**config.mk**
```make
export PLATFORM = sky130hd
export DESIGN_NAME = put_invite_read_mode_framer_top
export DESIGN_NICKNAME = d
export VERILOG_FILES = /design/src/rtl/core/pirmf_pkg.sv /design/src/rtl/core/pirmf_front.sv /design/src/rtl/core/pirmf_queue.sv /design/src/rtl/core/pirmf_back.sv /design/src/rtl/core/put_invite_read_mode_framer_top.sv
export SDC_FILE = /design/constraint.sdc
export NUM_CORES = 1
export LEC_CHECK = 0
export CORE_UTILIZATION = 50
export CTS_CLUSTER_SIZE = 40
export DETAILED_ROUTE_END_ITERATION = 10
export DONT_BUFFER_PORTS = 1
export SYNTH_ARGS = -nofsm -noshare
export SYNTH_HDL_FRONTEND = slang
export SYNTH_SLANG_ARGS = --single-unit
```
**constraint.sdc**
```tcl
create_clock -name clock -period 9.9 [get_ports clock]
set_input_delay 2.97 -clock clock [delete_from_list [all_inputs] [get_ports clock]]
set_output_delay 2.97 -clock clock [all_outputs]
set_load 0.01 [all_outputs]
```
**src/rtl/core/pirmf_pkg.sv**
```systemverilog
// Shared types, byte codes and suffix tables for the read-mode framer.
package pirmf_pkg;

   localparam logic [7:0] ESC_BYTE        = 8'h04;
   localparam logic [7:0] ESC_SF_BYTE     = 8'hF3;
   localparam logic [7:0] ESC_WTD_BYTE    = 8'h11;
   localparam logic [7:0] FLD_CLASS_BYTE  = 8'hD9;
   localparam logic [7:0] FLD_TYPE_BYTE   = 8'h34;
   localparam logic [7:0] CMD_READ_BYTE   = 8'h52;
   localparam logic [7:0] CMD_SFREAD_BYTE = 8'h32;
   localparam logic [7:0] CMD_FLAG_BYTE   = 8'h80;
   localparam logic [7:0] ZERO_BYTE       = 8'h00;
   localparam logic [7:0] SFX_LEN_BYTE    = 8'h08;

   localparam logic [15:0] MIN_FIELD_LEN = 16'd4;

   localparam int QUEUE_DEPTH = 4;
   localparam int QPTR_BITS   = $clog2(QUEUE_DEPTH);

   localparam logic [3:0] SFX_LEN_STRUCT = 4'd10;
   localparam logic [3:0] SFX_LEN_ORD    = 4'd4;

   typedef enum logic [1:0] {
      SCAN_SEARCH  = 2'd0,
      SCAN_SAW_WTD = 2'd1,
      SCAN_STOPPED = 2'd2
   } pirmf_scan_type;

   typedef enum logic [1:0] {
      WALK_SEARCH = 2'd0,
      WALK_HEADER = 2'd1,
      WALK_SKIP   = 2'd2,
      WALK_DONE   = 2'd3
   } pirmf_walk_type;

   // One classified record byte handed from the front to the back.
   typedef struct packed {
      logic [7:0] data_byte;
      logic       last_byte;
      logic       invite_req;
      logic       mode;
      logic       invite;
   } pirmf_item_type;

   typedef struct packed {
      logic full;
      logic empty;
   } pirmf_qstat_type;

   function automatic logic [7:0] pirmf_suffix_byte(input logic mode, input logic [3:0] idx);
      logic [7:0] val;
      val = ZERO_BYTE;
      if (mode) begin
         unique case (idx)
            4'd0:    val = ESC_BYTE;
            4'd1:    val = ESC_SF_BYTE;
            4'd2:    val = ZERO_BYTE;
            4'd3:    val = SFX_LEN_BYTE;
            4'd4:    val = FLD_CLASS_BYTE;
            4'd5:    val = CMD_SFREAD_BYTE;
            4'd6:    val = ZERO_BYTE;
            4'd7:    val = CMD_FLAG_BYTE;
            default: val = ZERO_BYTE;
         endcase
      end else begin
         unique case (idx)
            4'd0:    val = ESC_BYTE;
            4'd1:    val = CMD_READ_BYTE;
            default: val = ZERO_BYTE;
         endcase
      end
      return val;
   endfunction

endpackage

```
**src/rtl/core/pirmf_front.sv**
```systemverilog
// Front end: scans each record byte for escapes and walks structured fields.
module pirmf_front #(
   parameter int POSITION_BITS = 17
) (
   input  logic                    clock,
   input  logic                    reset,
   input  logic                    accept,
   input  logic [7:0]              data_byte,
   input  logic                    last_byte,
   input  logic                    with_invite,
   output pirmf_pkg::pirmf_item_type item
);
   import pirmf_pkg::*;

   localparam int PW = POSITION_BITS;
   localparam int SW = ((PW > 16) ? PW : 16) + 1;
   localparam logic [PW-1:0] POS_MAX = {PW{1'b1}};

   logic            mode_ff, mode_in;
   logic            invite_ff, invite_in;
   logic [PW-1:0]   pos_ff, pos_in;
   logic            prev_esc_ff, prev_esc_in;
   pirmf_scan_type  scan_ff, scan_in;
   pirmf_walk_type  walk_ff, walk_in;
   logic [1:0]      hcount_ff, hcount_in;
   logic [7:0]      len_hi_ff, len_hi_in;
   logic [15:0]     flen_ff, flen_in;
   logic [7:0]      code_ff, code_in;
   logic [PW-1:0]   next_start_ff, next_start_in;
   logic [PW-1:0]   match_end_ff, match_end_in;

   logic            esc_sf, esc_wtd;
   logic [PW-1:0]   field_start;
   logic [SW-1:0]   field_sum;
   logic [PW-1:0]   field_end;
   logic [PW:0]     pos_plus1;
   logic            match_hit;

   assign esc_sf  = prev_esc_ff && (data_byte == ESC_SF_BYTE);
   assign esc_wtd = prev_esc_ff && (data_byte == ESC_WTD_BYTE);

   // The header's final byte sits three positions after the field start.
   assign field_start = (pos_ff >= PW'(3)) ? (pos_ff - PW'(3)) : '0;
   assign field_sum   = SW'(field_start) + SW'(flen_ff);
   assign field_end   = (field_sum > SW'(POS_MAX)) ? POS_MAX : field_sum[PW-1:0];
   assign pos_plus1   = {1'b0, pos_ff} + (PW+1)'(1);

   always_comb begin
      mode_in       = mode_ff;
      invite_in     = invite_ff;
      scan_in       = scan_ff;
      walk_in       = walk_ff;
      hcount_in     = hcount_ff;
      len_hi_in     = len_hi_ff;
      flen_in       = flen_ff;
      code_in       = code_ff;
      next_start_in = next_start_ff;
      match_end_in  = match_end_ff;
      match_hit     = 1'b0;

      if (scan_ff == SCAN_SEARCH) begin
         if (esc_wtd) begin
            scan_in = SCAN_SAW_WTD;
         end else if (esc_sf) begin
            scan_in = SCAN_STOPPED;
         end
      end

      if ((walk_ff == WALK_SKIP) && (pos_ff == next_start_ff)) begin
         walk_in   = WALK_HEADER;
         hcount_in = 2'd0;
      end

      if (walk_in == WALK_HEADER) begin
         unique case (hcount_in)
            2'd0: len_hi_in = data_byte;
            2'd1: flen_in   = {len_hi_ff, data_byte};
            2'd2: code_in   = data_byte;
            2'd3: begin
               if (flen_ff < MIN_FIELD_LEN) begin
                  walk_in = WALK_DONE;
               end else if ((code_ff == FLD_CLASS_BYTE) && (data_byte == FLD_TYPE_BYTE)) begin
                  match_end_in = field_end;
                  walk_in      = WALK_DONE;
               end else begin
                  next_start_in = field_end;
                  walk_in       = WALK_SKIP;
               end
            end
            default: ;
         endcase
         hcount_in = hcount_in + 2'd1;
      end else if ((walk_in == WALK_SEARCH) && esc_sf) begin
         walk_in   = WALK_HEADER;
         hcount_in = 2'd0;
      end

      prev_esc_in = (data_byte == ESC_BYTE);
      pos_in      = (pos_ff != POS_MAX) ? (pos_ff + PW'(1)) : pos_ff;

      if (last_byte) begin
         match_hit = (match_end_in != '0) && ({1'b0, match_end_in} <= pos_plus1);
         if (match_hit) begin
            mode_in = 1'b1;
         end else if (scan_in == SCAN_SAW_WTD) begin
            mode_in = 1'b0;
         end
         if (with_invite) begin
            invite_in = 1'b1;
         end
         // Per-record state starts over for the next record.
         pos_in        = '0;
         prev_esc_in   = 1'b0;
         scan_in       = SCAN_SEARCH;
         walk_in       = WALK_SEARCH;
         hcount_in     = 2'd0;
         len_hi_in     = '0;
         flen_in       = '0;
         code_in       = '0;
         next_start_in = '0;
         match_end_in  = '0;
      end

      item.data_byte  = data_byte;
      item.last_byte  = last_byte;
      item.invite_req = with_invite;
      item.mode       = mode_in;
      item.invite     = invite_in;
   end

   always_ff @(posedge clock) begin
      if (reset) begin
         mode_ff       <= 1'b0;
         invite_ff     <= 1'b0;
         pos_ff        <= '0;
         prev_esc_ff   <= 1'b0;
         scan_ff       <= SCAN_SEARCH;
         walk_ff       <= WALK_SEARCH;
         hcount_ff     <= 2'd0;
         len_hi_ff     <= '0;
         flen_ff       <= '0;
         code_ff       <= '0;
         next_start_ff <= '0;
         match_end_ff  <= '0;
      end else if (accept) begin
         mode_ff       <= mode_in;
         invite_ff     <= invite_in;
         pos_ff        <= pos_in;
         prev_esc_ff   <= prev_esc_in;
         scan_ff       <= scan_in;
         walk_ff       <= walk_in;
         hcount_ff     <= hcount_in;
         len_hi_ff     <= len_hi_in;
         flen_ff       <= flen_in;
         code_ff       <= code_in;
         next_start_ff <= next_start_in;
         match_end_ff  <= match_end_in;
      end
   end

`ifndef SYNTH
   a_clear_after_last: assert property (@(posedge clock) disable iff (reset)
      (accept && last_byte) |=> ((pos_ff == '0) && (walk_ff == WALK_SEARCH)
                                 && (match_end_ff == '0)))
      else $error("record state not cleared after last byte");
   a_invite_sticky: assert property (@(posedge clock) disable iff (reset)
      $past(invite_ff) |-> invite_ff)
      else $error("invite outstanding flag dropped");
`endif

endmodule

```
**src/rtl/core/pirmf_queue.sv**
```systemverilog
// Short queue of classified items between the front and back ends.
module pirmf_queue (
   input  logic                       clock,
   input  logic                       reset,
   input  logic                       wr_en,
   input  pirmf_pkg::pirmf_item_type  wr_item,
   input  logic                       rd_en,
   output pirmf_pkg::pirmf_item_type  rd_item,
   output pirmf_pkg::pirmf_qstat_type stat
);
   import pirmf_pkg::*;

   pirmf_item_type       mem [QUEUE_DEPTH];
   pirmf_item_type       rd_item_ff;
   logic [QPTR_BITS-1:0] wr_ptr_ff, wr_ptr_in;
   logic [QPTR_BITS-1:0] rd_ptr_ff, rd_ptr_in;
   logic [QPTR_BITS:0]   count_ff, count_in;

   always_comb begin
      wr_ptr_in = wr_en ? (wr_ptr_ff + QPTR_BITS'(1)) : wr_ptr_ff;
      rd_ptr_in = rd_en ? (rd_ptr_ff + QPTR_BITS'(1)) : rd_ptr_ff;
      count_in  = count_ff;
      if (wr_en && !rd_en) begin
         count_in = count_ff + (QPTR_BITS+1)'(1);
      end else if (rd_en && !wr_en) begin
         count_in = count_ff - (QPTR_BITS+1)'(1);
      end
   end

   assign stat.full  = (count_ff == (QPTR_BITS+1)'(QUEUE_DEPTH));
   assign stat.empty = (count_ff == '0);
   assign rd_item    = rd_item_ff;

   always_ff @(posedge clock) begin
      if (wr_en) begin
         mem[wr_ptr_ff] <= wr_item;
      end
      // The head entry is read ahead; a write into the slot being read passes straight through.
      if (wr_en && (wr_ptr_ff == rd_ptr_in)) begin
         rd_item_ff <= wr_item;
      end else begin
         rd_item_ff <= mem[rd_ptr_in];
      end
   end

   always_ff @(posedge clock) begin
      if (reset) begin
         wr_ptr_ff <= '0;
         rd_ptr_ff <= '0;
         count_ff  <= '0;
      end else begin
         wr_ptr_ff <= wr_ptr_in;
         rd_ptr_ff <= rd_ptr_in;
         count_ff  <= count_in;
      end
   end

`ifndef SYNTH
   a_no_overflow: assert property (@(posedge clock) disable iff (reset)
      (count_ff <= (QPTR_BITS+1)'(QUEUE_DEPTH)) && !(wr_en && stat.full)
      && !(rd_en && stat.empty))
      else $error("queue overflow or underflow");
`endif

endmodule

```
**src/rtl/core/pirmf_back.sv**
```systemverilog
// Back end: emits record bytes and the read command suffix on invite.
module pirmf_back (
   input  logic                       clock,
   input  logic                       reset,
   input  pirmf_pkg::pirmf_item_type  q_item,
   input  pirmf_pkg::pirmf_qstat_type q_stat,
   output logic                       q_pop,
   input  logic                       pop,
   output logic                       empty,
   output logic [7:0]                 out_byte,
   output logic                       out_last,
   output logic                       structured_mode,
   output logic                       invite_outstanding
);
   import pirmf_pkg::*;

   logic       out_valid_ff, out_valid_in;
   logic [7:0] out_byte_ff, out_byte_in;
   logic       out_last_ff, out_last_in;
   logic       out_mode_ff, out_mode_in;
   logic       out_inv_ff, out_inv_in;
   logic       sfx_active_ff, sfx_active_in;
   logic [3:0] sfx_idx_ff, sfx_idx_in;
   logic       sfx_mode_ff, sfx_mode_in;
   logic       sfx_inv_ff, sfx_inv_in;
   logic       out_free;
   logic [3:0] sfx_len;
   logic       sfx_final;

   assign out_free  = !out_valid_ff || pop;
   assign sfx_len   = sfx_mode_ff ? SFX_LEN_STRUCT : SFX_LEN_ORD;
   assign sfx_final = (sfx_idx_ff == (sfx_len - 4'd1));

   always_comb begin
      out_valid_in  = out_valid_ff;
      out_byte_in   = out_byte_ff;
      out_last_in   = out_last_ff;
      out_mode_in   = out_mode_ff;
      out_inv_in    = out_inv_ff;
      sfx_active_in = sfx_active_ff;
      sfx_idx_in    = sfx_idx_ff;
      sfx_mode_in   = sfx_mode_ff;
      sfx_inv_in    = sfx_inv_ff;
      q_pop         = 1'b0;

      if (out_free) begin
         out_valid_in = 1'b0;
         if (sfx_active_ff) begin
            out_valid_in = 1'b1;
            out_byte_in  = pirmf_suffix_byte(sfx_mode_ff, sfx_idx_ff);
            out_last_in  = sfx_final;
            out_mode_in  = sfx_mode_ff;
            out_inv_in   = sfx_inv_ff;
            if (sfx_final) begin
               sfx_active_in = 1'b0;
            end else begin
               sfx_idx_in = sfx_idx_ff + 4'd1;
            end
         end else if (!q_stat.empty) begin
            q_pop        = 1'b1;
            out_valid_in = 1'b1;
            out_byte_in  = q_item.data_byte;
            out_last_in  = q_item.last_byte && !q_item.invite_req;
            out_mode_in  = q_item.mode;
            out_inv_in   = q_item.invite;
            // A last byte with invite is followed by the suffix.
            if (q_item.last_byte && q_item.invite_req) begin
               sfx_active_in = 1'b1;
               sfx_idx_in    = 4'd0;
               sfx_mode_in   = q_item.mode;
               sfx_inv_in    = q_item.invite;
            end
         end
      end
   end

   always_ff @(posedge clock) begin
      if (reset) begin
         out_valid_ff  <= 1'b0;
         sfx_active_ff <= 1'b0;
         sfx_idx_ff    <= 4'd0;
      end else begin
         out_valid_ff  <= out_valid_in;
         sfx_active_ff <= sfx_active_in;
         sfx_idx_ff    <= sfx_idx_in;
      end
   end

   always_ff @(posedge clock) begin
      out_byte_ff <= out_byte_in;
      out_last_ff <= out_last_in;
      out_mode_ff <= out_mode_in;
      out_inv_ff  <= out_inv_in;
      sfx_mode_ff <= sfx_mode_in;
      sfx_inv_ff  <= sfx_inv_in;
   end

   assign empty              = !out_valid_ff;
   assign out_byte           = out_byte_ff;
   assign out_last           = out_last_ff;
   assign structured_mode    = out_mode_ff;
   assign invite_outstanding = out_inv_ff;

`ifndef SYNTH
   a_sfx_index_range: assert property (@(posedge clock) disable iff (reset)
      sfx_active_ff |-> ((sfx_idx_ff < sfx_len) && out_valid_ff))
      else $error("suffix index out of range or output register empty");
   a_sfx_blocks_queue: assert property (@(posedge clock) disable iff (reset)
      sfx_active_ff |-> !q_pop)
      else $error("queue read while suffix in progress");
`endif

endmodule

```
**src/rtl/core/put_invite_read_mode_framer_top.sv**
```systemverilog
// Each accepted byte reaches the rsp ports via the queue read register and the
// back end output register. Sustained rate is one byte per cycle while pop is
// high; a last byte with invite adds a 4- or 10-byte suffix on the result side,
// during which the 4-entry front/back queue can fill and full holds off further
// push transfers. Throughput is set by the back end emitting one byte per cycle.
// Synchronous active-high reset clears control state only; no clearing pass.
module put_invite_read_mode_framer_top #(
   parameter int POSITION_BITS = 17
) (
   input  logic       clock,
   input  logic       reset,
   input  logic       push,
   output logic       full,
   input  logic [7:0] req_data_byte,
   input  logic       req_last_byte,
   input  logic       req_with_invite,
   output logic       empty,
   input  logic       pop,
   output logic [7:0] rsp_out_byte,
   output logic       rsp_out_last,
   output logic       rsp_structured_mode,
   output logic       rsp_invite_outstanding
);
   import pirmf_pkg::*;

   pirmf_item_type  front_item;
   pirmf_item_type  q_item;
   pirmf_qstat_type q_stat;
   logic            accept;
   logic            q_pop;

   assign full   = q_stat.full;
   assign accept = push && !q_stat.full;

   pirmf_front #(
      .POSITION_BITS(POSITION_BITS)
   ) u_front (
      .clock       (clock),
      .reset       (reset),
      .accept      (accept),
      .data_byte   (req_data_byte),
      .last_byte   (req_last_byte),
      .with_invite (req_with_invite),
      .item        (front_item)
   );

   pirmf_queue u_queue (
      .clock   (clock),
      .reset   (reset),
      .wr_en   (accept),
      .wr_item (front_item),
      .rd_en   (q_pop),
      .rd_item (q_item),
      .stat    (q_stat)
   );

   pirmf_back u_back (
      .clock              (clock),
      .reset              (reset),
      .q_item             (q_item),
      .q_stat             (q_stat),
      .q_pop              (q_pop),
      .pop                (pop),
      .empty              (empty),
      .out_byte           (rsp_out_byte),
      .out_last           (rsp_out_last),
      .structured_mode    (rsp_structured_mode),
      .invite_outstanding (rsp_invite_outstanding)
   );

endmodule

```
======== Yosys cells after proc, flatten, opt, wreduce, memory -nomap -nowiden ========
Memory sizes are Yosys's and may differ from the RTL's. A register that Yosys moved wholly into a read port is not among the register bits.
Index checks and enable logic that the tools add are counted.
storage, ports and cells
  register bits after elaboration ......... 118
  memory bits (writable) .................. 48
  memory bits (read-only) ................. 64
  input port bits ......................... 14
  output and inout bits ................... 13
  word-level logic and storage cells ...... 177
  memories kept ........................... 2
memory list
  memory           words  bits a word  read ports  clocked after memory_dff  wr ports  line               RTL
  (no name shown)  8      8            1           1                         0         pirmf_pkg.sv:54    unique case (idx)
  u_queue.mem      4      12           1           1                         1         pirmf_queue.sv:13  pirmf_item_type mem [QUEUE_DEPTH];
operators by class
  add/subtract/negate cells ............... 11
  magnitude comparators ................... 4
  equality and inequality tests ........... 20
  mux-type cells .......................... 75
  bitwise logic cells ..................... 2
  reduce and logical (&&, ||, !) cells .... 39
operators by type and width
  operator               count
  $mux 17                14
  $mux 8                 10
  $mux 16                3
  $mux 2                 15
  $mux 1                 23
  $mux 4                 5
  $add 17x1->18 const B  1
  $add 17x16->18         1
  $gt 18x17->1 const B   1
  $le 17x18->1           1
  $add 17x1->17 const B  1
  $eq 17x17->1           1
  $ge 17x2->1 const B    1
  $ne 17x17->1 const B   1
  $reduce_bool 17->1     1
  $sub 17x2->17 const B  1
  $eq 8x8->1 const B     2
  $lt 16x3->1 const B    1
  $reduce_bool 2->1      8
  $pmux 7 s2             1
  $mux 3                 4
  $logic_and 1x1->1      11
  $reduce_and 3->1       3
  $eq 8x3->1 const B     1
  22 further kinds       40

======== Longest topological paths before layout ========
Gate-level depths: netlist of the first run.
  depth after elaboration ................. 13
  depth in mapped cells ................... 28
  mapped depth without buffers ............ 25

======== By module ========
Synthesis of the first run repeated with hierarchy kept, for this count alone.
unflattened totals
  cells, all modules ...................... 1047
  area total of the unflattened synthesis .. 9745.6 sq um
modules (own cells, without submodules)
  module                           times used  cells an instance  area each (sq um)  seq. area each (sq um)
  pirmf_front                      1           825                6324.8             1841.8
  pirmf_queue                      1           104                2162.1             1621.6
  pirmf_back                       1           117                1244.9             630.6
  put_invite_read_mode_framer_top  1           1                  13.8               0.0

======== Worst setup path before layout of the first run ========
No wires, ideal clock.
  path kind ............................... in2reg
  start ................................... input port req_data_byte[0]
  end ..................................... register u_front.mode_ff
  setup time .............................. 0.075 ns
  arrival ................................. 6.613 ns
  required time ........................... 9.825 ns
  slack ................................... 3.212 ns
  cell stages on the path ................. 17
  path buffers ............................ 1
  cell sequence ........................... or4b_1 nor4_1 nand2_1 nor2_2 buf_2 mux2_2 ha_1 nor2b_1 o21a_1 o21a_1 o21ai_0 a21oi_1 nor4_1 a21oi_1 o21a_1 or4_1 o22ai_1
between the ends
  word-level cells in the longest chain between the ends .. 10
  elaborated cells on any way between the ends .. 20
  those cells by class .................... order compare (1); eq/ne (4); mux (10); reduce/logical (5)
RTL lines
  item                                                       line                                   RTL
  from (decl)                                                put_invite_read_mode_framer_top.sv:14  input logic [7:0] req_data_byte,
  $eq 8x6->1                                                 pirmf_front.sv:82                      end else if ((code_ff == FLD_CLASS_BYTE) && (data_byte == FLD_TYPE_BYTE)) begin
  $logic_and 1x1->1                                          pirmf_front.sv:82
  $mux 17                                                    pirmf_front.sv:82
  $mux 17                                                    pirmf_front.sv:80                      if (flen_ff < MIN_FIELD_LEN) begin
  $mux 17                                                    pirmf_front.sv:75                      unique case (hcount_in)
  $mux 17                                                    pirmf_front.sv:74                      if (walk_in == WALK_HEADER) begin
  $le 17x18->1 / $reduce_bool 17->1 (equally long branches)  pirmf_front.sv:102                     match_hit = (match_end_in != '0) && ({1'b0, match_end_in} <= pos_plus1);
  $logic_and 1x1->1                                          pirmf_front.sv:102
  $mux 1 *                                                   pirmf_front.sv:103                     if (match_hit) begin
  $mux 1 *                                                   pirmf_front.sv:101                     if (last_byte) begin
  to (signal assigned)                                       pirmf_front.sv:146                     mode_ff <= mode_in;
  to (decl)                                                  pirmf_front.sv:19                      logic mode_ff, mode_in;
Every way passes the cells marked *; elsewhere a longest branch is shown, timed or not.
A chain may end at the register's enable or synchronous reset.

======== Worst setup path in the final report of the first run ========
  start ................................... input port req_data_byte[0]
  end ..................................... memory u_queue.mem[1][1] in the netlist's numbering (data pin)
between the ends
  word-level cells in the longest chain between the ends .. 10
  elaborated cells on any way between the ends .. 20
  those cells by class .................... order compare (1); eq/ne (4); mux (10); reduce/logical (5)
RTL lines
  item                                                       line
  $eq 8x6->1                                                 pirmf_front.sv:82
  $logic_and 1x1->1                                          pirmf_front.sv:82
  $mux 17                                                    pirmf_front.sv:82
  $mux 17                                                    pirmf_front.sv:80
  $mux 17                                                    pirmf_front.sv:75
  $mux 17                                                    pirmf_front.sv:74
  $le 17x18->1 / $reduce_bool 17->1 (equally long branches)  pirmf_front.sv:102
  $logic_and 1x1->1                                          pirmf_front.sv:102
  $mux 1 *                                                   pirmf_front.sv:103
  $mux 1 *                                                   pirmf_front.sv:101
  via u_front.mode_in                                        pirmf_front.sv:19
  to (decl)                                                  pirmf_queue.sv:13
Mark *: on every way through the listed nets, which the timed path passes. The rest lies on a longest branch.

==> flow_summary.yaml, run 1 <==
logic_synthesis:
  synth_seq_area_share_pct: 44.17
  synth_top_area_share_pct: 24.41
  async_flop_share_pct: 0
  syn_area_per_cell_um2: 9.297
  synth_top_area_cell: "dfxtp_1"
  yosys_warnings: 0
  synth_area_um2: 9269
  ys_ff_latch: 174
  synth_edf_count: 61
  synth_flop_cell: "dfxtp_1"
  syn_nets: 1063
  synthCells: 997
  ys_types: 62
  synth_area_leaders: "dfxtp_1 (24%), edfxtp_1 (20%), ha_1 (6.7%), nor2_1 (6.2%), a21oi_1 (3.7%)"
place:
  dp_cells: 1172
  hpwl_um: 15630
  gp_congestion: 0.8952
  pre_cts_slack_ns: 2.701
  placedInstanceArea_um2: 9358
  portBuffers: 0
setup_path:
  endpoint_kind: "flop"
  path_delay_family: "simple AND/OR/NAND/NOR gates"
  crit_type: "primary input to flop"
  max_stage_delay_ns: 0.57
  worst_setup_path_start_kind: "primary input"
  critPathArrivalTime_ns: 6.95
  critPathSlowestCell: "nor4_1"
  path_depth: 16
  rr_worst_depth: 24
  required_ns: 10.09
  critPathMaxFanout: 36
  worst_path_most_repeated_cell: "o21a_1"
  crit_chain: "or4b_1 -> nor4_1 -> nand2_1 -> nor2_2 -> buf_4 -> mux2_2 -> ha_1 -> nor2b_1 -> o21a_1 -> o21a_1 -> o21ai_0 -> a21oi_1 -> nor4_1 -> a21oi_1 -> o21a_1 -> o31ai_1"
  timing.critical_path.buf_inv: 1
clocking:
  cts.sinks: 174
  cts_hold_buf: 0
  clk_pin_slew_ns: 0.07
  cts.htree.levels: 4
  cts_setup_buffers: 0
  cts_max_path_buffers: 2
  cts_tree: "yes"
  worstSkewPairLatency_ns: 0.45
  numCtsBuffers: 17
  cts_resized: 0
  cts-root-buf: "clkbuf_16"
hold_path:
  whs_path_depth: 2
  hp-class: "flop to flop"
sta:
  setup_viol: 0
  finalCritPeriodShare_pct: 68.31
  fmax_mhz: 147.9
  finalHoldViolations: 0
  timing.slew.headroom_pct: 25.28
  fin_skew_ns: 0.01747
  period_needed_ns: 6.762
  tns_ns: 0
  grt_setup_unrepaired: "false"
  hold_ws_ns: 0.4661
  slew_viol_final: 0
  fin_ws_ns: 3.138
  tightestPinTransition_ns: 1.113
cells_and_area:
  antenna_cells: 0
  final_cells: 1204
  fin_nets: 1028
  syn_to_final_growth_pct: 7.370
  fin_util_pct: 55.03
  drive_gt1_share_pct: 6.667
  final_area_um2: 9952
routing:
  dr_total_vias: 6972
  drt_first_pass_iters: 8
  drt_iter0_markers: 580
  routed_via_density: 5.791
  drt_wl_total_um: 22130
  wl_per_cell_um: 18.38
  drc: 6
  ant_nets: 0
outcome:
  status: "finished with violations"
  violations: "design-rule violations"
floorplan:
  die_height_um: 138.2
  initial_utilization_pct: 51.25
  coreArea_um2: 18090
  die_area_um2: 19090
  die_w_um: 138.2
  num_io_pins: 27
  num_rows: 49
pwr:
  leakagePower_nw: 3.900
  cellPowerDensity_nw_per_um2: 190.6
  ir_worst_vdd_mv: 0.1220
  total_power_mw: 1.897
grt:
  grt_max_degree: 109
  grt_overflow_total: 0
  grt_pass1_vias: 6571
  grt_usage_pct: 24.27
  antenna_found_initial: 0
  grt_pass1_wl_um: 35930
run:
  drv_cap: 0
-- registers in the layout, indices dropped and copies added (netlist names), 2 cells and up, named ones only --
signal and count:
u_queue.mem 48, u_front.match_end_ff 17, u_front.next_start_ff 17, u_front.pos_ff 17, u_front.flen_ff 16, u_back.out_byte 8, u_front.code_ff 8, u_front.len_hi_ff 8
u_back.sfx_idx_ff 4, u_queue.count_ff 3, u_front.hcount_ff 2, u_front.scan_ff 2, u_front.walk_ff 2, u_queue.rd_ptr_ff 2, u_queue.wr_ptr_ff 2
-- worst paths after layout --
| kind | end | startpoint | slack, ns |
|---|---|---|---|
| max reg2reg | u_queue.mem[1][1] | u_front.pos_ff[4] | 3.44 |
| min reg2reg | u_front.prev_esc_ff | u_front.prev_esc_ff | 0.47 |
| max | u_queue.mem[1][1] | req_data_byte[0] | 3.14 |
| min | u_front.prev_esc_ff | u_front.prev_esc_ff | 0.47 |
-- area by class of cell --
| cell class | count | area, um^2 |
|---|---|---|
| fill | 1620 | 8134 |
| multi-input combinational | 726 | 4797 |
| sequential | 174 | 4094 |
| clock buffer | 17 | 425.4 |
| tap | 229 | 286.5 |
| clock inverter | 15 | 168.9 |
| inverter | 38 | 142.6 |
| timing repair buffer | 5 | 37.54 |
-- where the power goes --
part,switching (mW),internal [mW]
combinational,0.182,0.133
sequential,0.0735,0.839
clock,0.329,0.340
total,0.584,1.31
-- logic make-up (layout without fill, tap and decap cells) --
| logic type | after synthesis | after routing | share of synthesized area [%] |
|---|---|---|---|
| compound gates | 210 | 210 | 14.17 |
| xor+xnor | 63 | 63 | 5.953 |
| fa+ha+maj | 52 | 52 | 7.181 |
| buf+inv | 97 | 75 | 4.185 |
| flops | 174 | 174 | 44.17 |
| mux | 36 | 36 | 5.629 |
| simple gates | 365 | 365 | 18.71 |
-- synthesized netlist by cell type, types with 14 or more instances --
master / n
a21oi_1: 69
a22oi_1: 37
a31oi_1: 17
and3_1: 14
clkbuf_1: 41
dfxtp_1: 113
edfxtp_1: 61
ha_1: 50
inv_1: 38
mux2i_1: 18
nand2_1: 71
nor2_1: 154
nor2b_1: 14
nor3_1: 24
o21ai_0: 30
xnor2_1: 34
xor2_1: 29
-- metal layers --
layer / track usage, % / wire length, um
met1: 35.50 / 10900
met2: 36.57 / 9824
met3: 4.330 / 1085
met4: 7.333 / 320
met5: 0 / 0
-- layout by cell type (no fill, tap or decap), drive strengths merged, types with 5 or more instances in the layout --
cell type / n
nor2: 155
dfxtp: 113
nand2: 71
a21oi: 69
edfxtp: 61
ha: 50
inv: 46
a22oi: 37
xnor2: 34
o21ai: 34
xor2: 29
nor3: 25
mux2i: 18
a31oi: 17
clkbuf: 17
nor2b: 14
and3: 14
nor4: 14
nand4: 13
nand3: 12
o21a: 12
mux4: 12
nand2b: 11
or3: 11
a21o: 10
o22ai: 10
and2: 8
a211oi: 6
mux2: 6
clkinv: 6
buf: 5
-- worst min-delay path, stage by stage, from the launching register on --
cell	delay [ns]
dfxtp_1	0.32
nand2_1	0.05
a21oi_1	0.05
No activity file was read; power rests on OpenSTA's default activity.
==> run 2: changes to the inputs <==
--- a/config.mk
+++ b/config.mk
@@ -9,6 +9,7 @@
 export CTS_CLUSTER_SIZE = 40
 export DETAILED_ROUTE_END_ITERATION = 10
 export DONT_BUFFER_PORTS = 1
+export PLACE_DENSITY = 0.68
 export SYNTH_ARGS = -nofsm -noshare
 export SYNTH_HDL_FRONTEND = slang
 export SYNTH_SLANG_ARGS = --single-unit
==> constraint.sdc (replaced) <==
create_clock -name clock -period 5.9 [get_ports clock]
set_input_delay 1.77 -clock clock [delete_from_list [all_inputs] [get_ports clock]]
set_output_delay 1.77 -clock clock [all_outputs]
set_load 0.01 [all_outputs]
==> flow_summary.yaml, run 2 (synthesized netlist as in run 1, its figures left out) <==
outcome:
  status: "finished with violations"
  violations: "design-rule violations"
grt:
  grt_pass1_wl_um: 35910
  grt_overflow_total: 0
  grt_max_degree: 109
  antenna_found_initial: 0
  grt_usage_pct: 24.08
  grt_pass1_vias: 6787
sta:
  period_needed_ns: 5.529
  finalCritPeriodShare_pct: 93.72
  fmax_mhz: 180.9
  tightestPinTransition_ns: 1.013
  hold_ws_ns: 0.4534
  fin_skew_ns: 0.008769
  fin_ws_ns: 0.3708
  tns_ns: 0
  timing.slew.headroom_pct: 32.03
  setup_viol: 0
  grt_setup_unrepaired: "false"
  finalHoldViolations: 0
  slew_viol_final: 0
cells_and_area:
  final_area_um2: 10160
  syn_to_final_growth_pct: 9.611
  layout_common_cells: "nor2_1 (154), dfxtp_1 (113), nand2_1 (71), a21oi_1 (69), edfxtp_1 (61)"
  top_register: "u_queue.mem"
  fill_cells: 1552
  antenna_cells: 0
  final_cells: 1221
  layout_commonest_cell: "nor2_1"
  fin_util_pct: 56.17
  drive_gt1_share_pct: 8.770
  fin_nets: 1045
  largest_reg_flops: 48
place:
  placedInstanceArea_um2: 9498
  portBuffers: 0
  gp_congestion: 0.9342
  hpwl_um: 16050
  pre_cts_slack_ns: 0.2878
  dp_cells: 1189
pwr:
  clock_power_share_pct: 36.4
  p_comb_share_pct: 16.1
  cellPowerDensity_nw_per_um2: 317.1
  p_seq_share_pct: 47.4
  p_sw_share_pct: 29.16
  power.switching_uw: 939.3
  leakagePower_nw: 4.015
  ir_worst_vdd_mv: 0.2244
  total_power_mw: 3.222
  p_int_mw: 2.282
clocking:
  cts_max_path_buffers: 2
  cts.sinks: 174
  cts_hold_buf: 0
  cts.htree.levels: 4
  cts-root-buf: "clkbuf_16"
  numCtsBuffers: 17
  worstSkewPairLatency_ns: 0.44
  cts_tree: "yes"
  clk_pin_slew_ns: 0.07
routing:
  drc: 8
  drt_first_pass_iters: 11
  routed_via_density: 5.967
  drt_iter0_markers: 646
  ant_nets: 0
  wl_per_cell_um: 18.38
  drt_wl_total_um: 22440
  dr_total_vias: 7286
floorplan:
  num_io_pins: 27
  die_w_um: 138.2
  coreArea_um2: 18090
  initial_utilization_pct: 51.25
  die_height_um: 138.2
  num_rows: 49
  die_area_um2: 19090
setup_path:
  required_ns: 6.26
  endpoint_kind: "flop"
  critPathMaxFanout: 14
  crit_type: "flop to flop"
  worst_setup_path_start_kind: "flop"
  critPathArrivalTime_ns: 5.89
run:
  drv_cap: 0
hold_path:
  hp-class: "flop to flop"
-- run 2: area by class of cell --
class	count	area (um^2)	area share, %
multi-input cells	726	4828	47.52
flip-flops and latches	174	4094	40.30
clock buffers	17	425.4	4.187
well taps	229	286.5	2.820
clock inverters	15	201.4	1.983
repair buffers	22	181.4	1.786
inverters	38	142.6	1.404
-- run 2: repair_timing --
item                       in CTS  in global routing
resized for setup               0                  6
buffers inserted                0                  0
setup endpoints to repair       0                  5
-- run 2: metal layers --
| metal | wire length [um] | track usage, % | part of all wire (%) | vias up |
|---|---|---|---|---|
| li1 | - | - | - | 3506 |
| met1 | 10330 | 32.84 | 46 | 3519 |
| met2 | 10150 | 37.27 | 45 | 225 |
| met3 | 1415 | 5.473 | 6.3 | 36 |
| met4 | 545 | 9.344 | 2.4 | 0 |
| met5 | 0 | 0 | 0 | - |
-- run 2: path summary, 6_finish.rpt --
path	slack (ns)	cells after the start	start	endpoint
setup / recovery	0.37	23	u_front.pos_ff[5]	u_front.mode_ff
hold / removal	0.45	1	u_queue.rd_ptr_ff[1]	flop
setup reg to reg	0.37	23	u_front.pos_ff[5]	u_front.mode_ff
hold reg to reg	0.45	1	u_queue.rd_ptr_ff[1]	flop
-- run 2: critical path, cell delays in order (launching register included) --
cell	delay, ns
dfxtp_1	0.42
nor4_4	0.36
nand2_1	0.12
or3_4	0.40
nor2_1	0.10
buf_4	0.20
nor2_1	0.08
ha_1	0.21
fa_1	0.42
a211oi_1	0.24
nor2_1	0.13
o21a_1	0.22
o2111a_1	0.27
o21a_1	0.23
a41oi_1	0.33
xnor2_2	0.20
a31oi_2	0.19
ha_1	0.33
nand3_1	0.08
nor3_1	0.14
a32oi_1	0.09
o21a_1	0.16
or4_1	0.40
o22ai_1	0.13
-- run 2: power groups by stage --
stage / logic [mW] / registers [mW] / clock network [mW]
2_1_floorplan: 0.451 / 1.50 / 0
3_3_place_gp: 0.505 / 1.56 / 0
3_5_place_dp: 0.513 / 1.56 / 0
4_1_cts: 0.520 / 1.53 / 1.19
5_1_grt: 0.576 / 1.55 / 1.23
6_report: 0.520 / 1.53 / 1.17
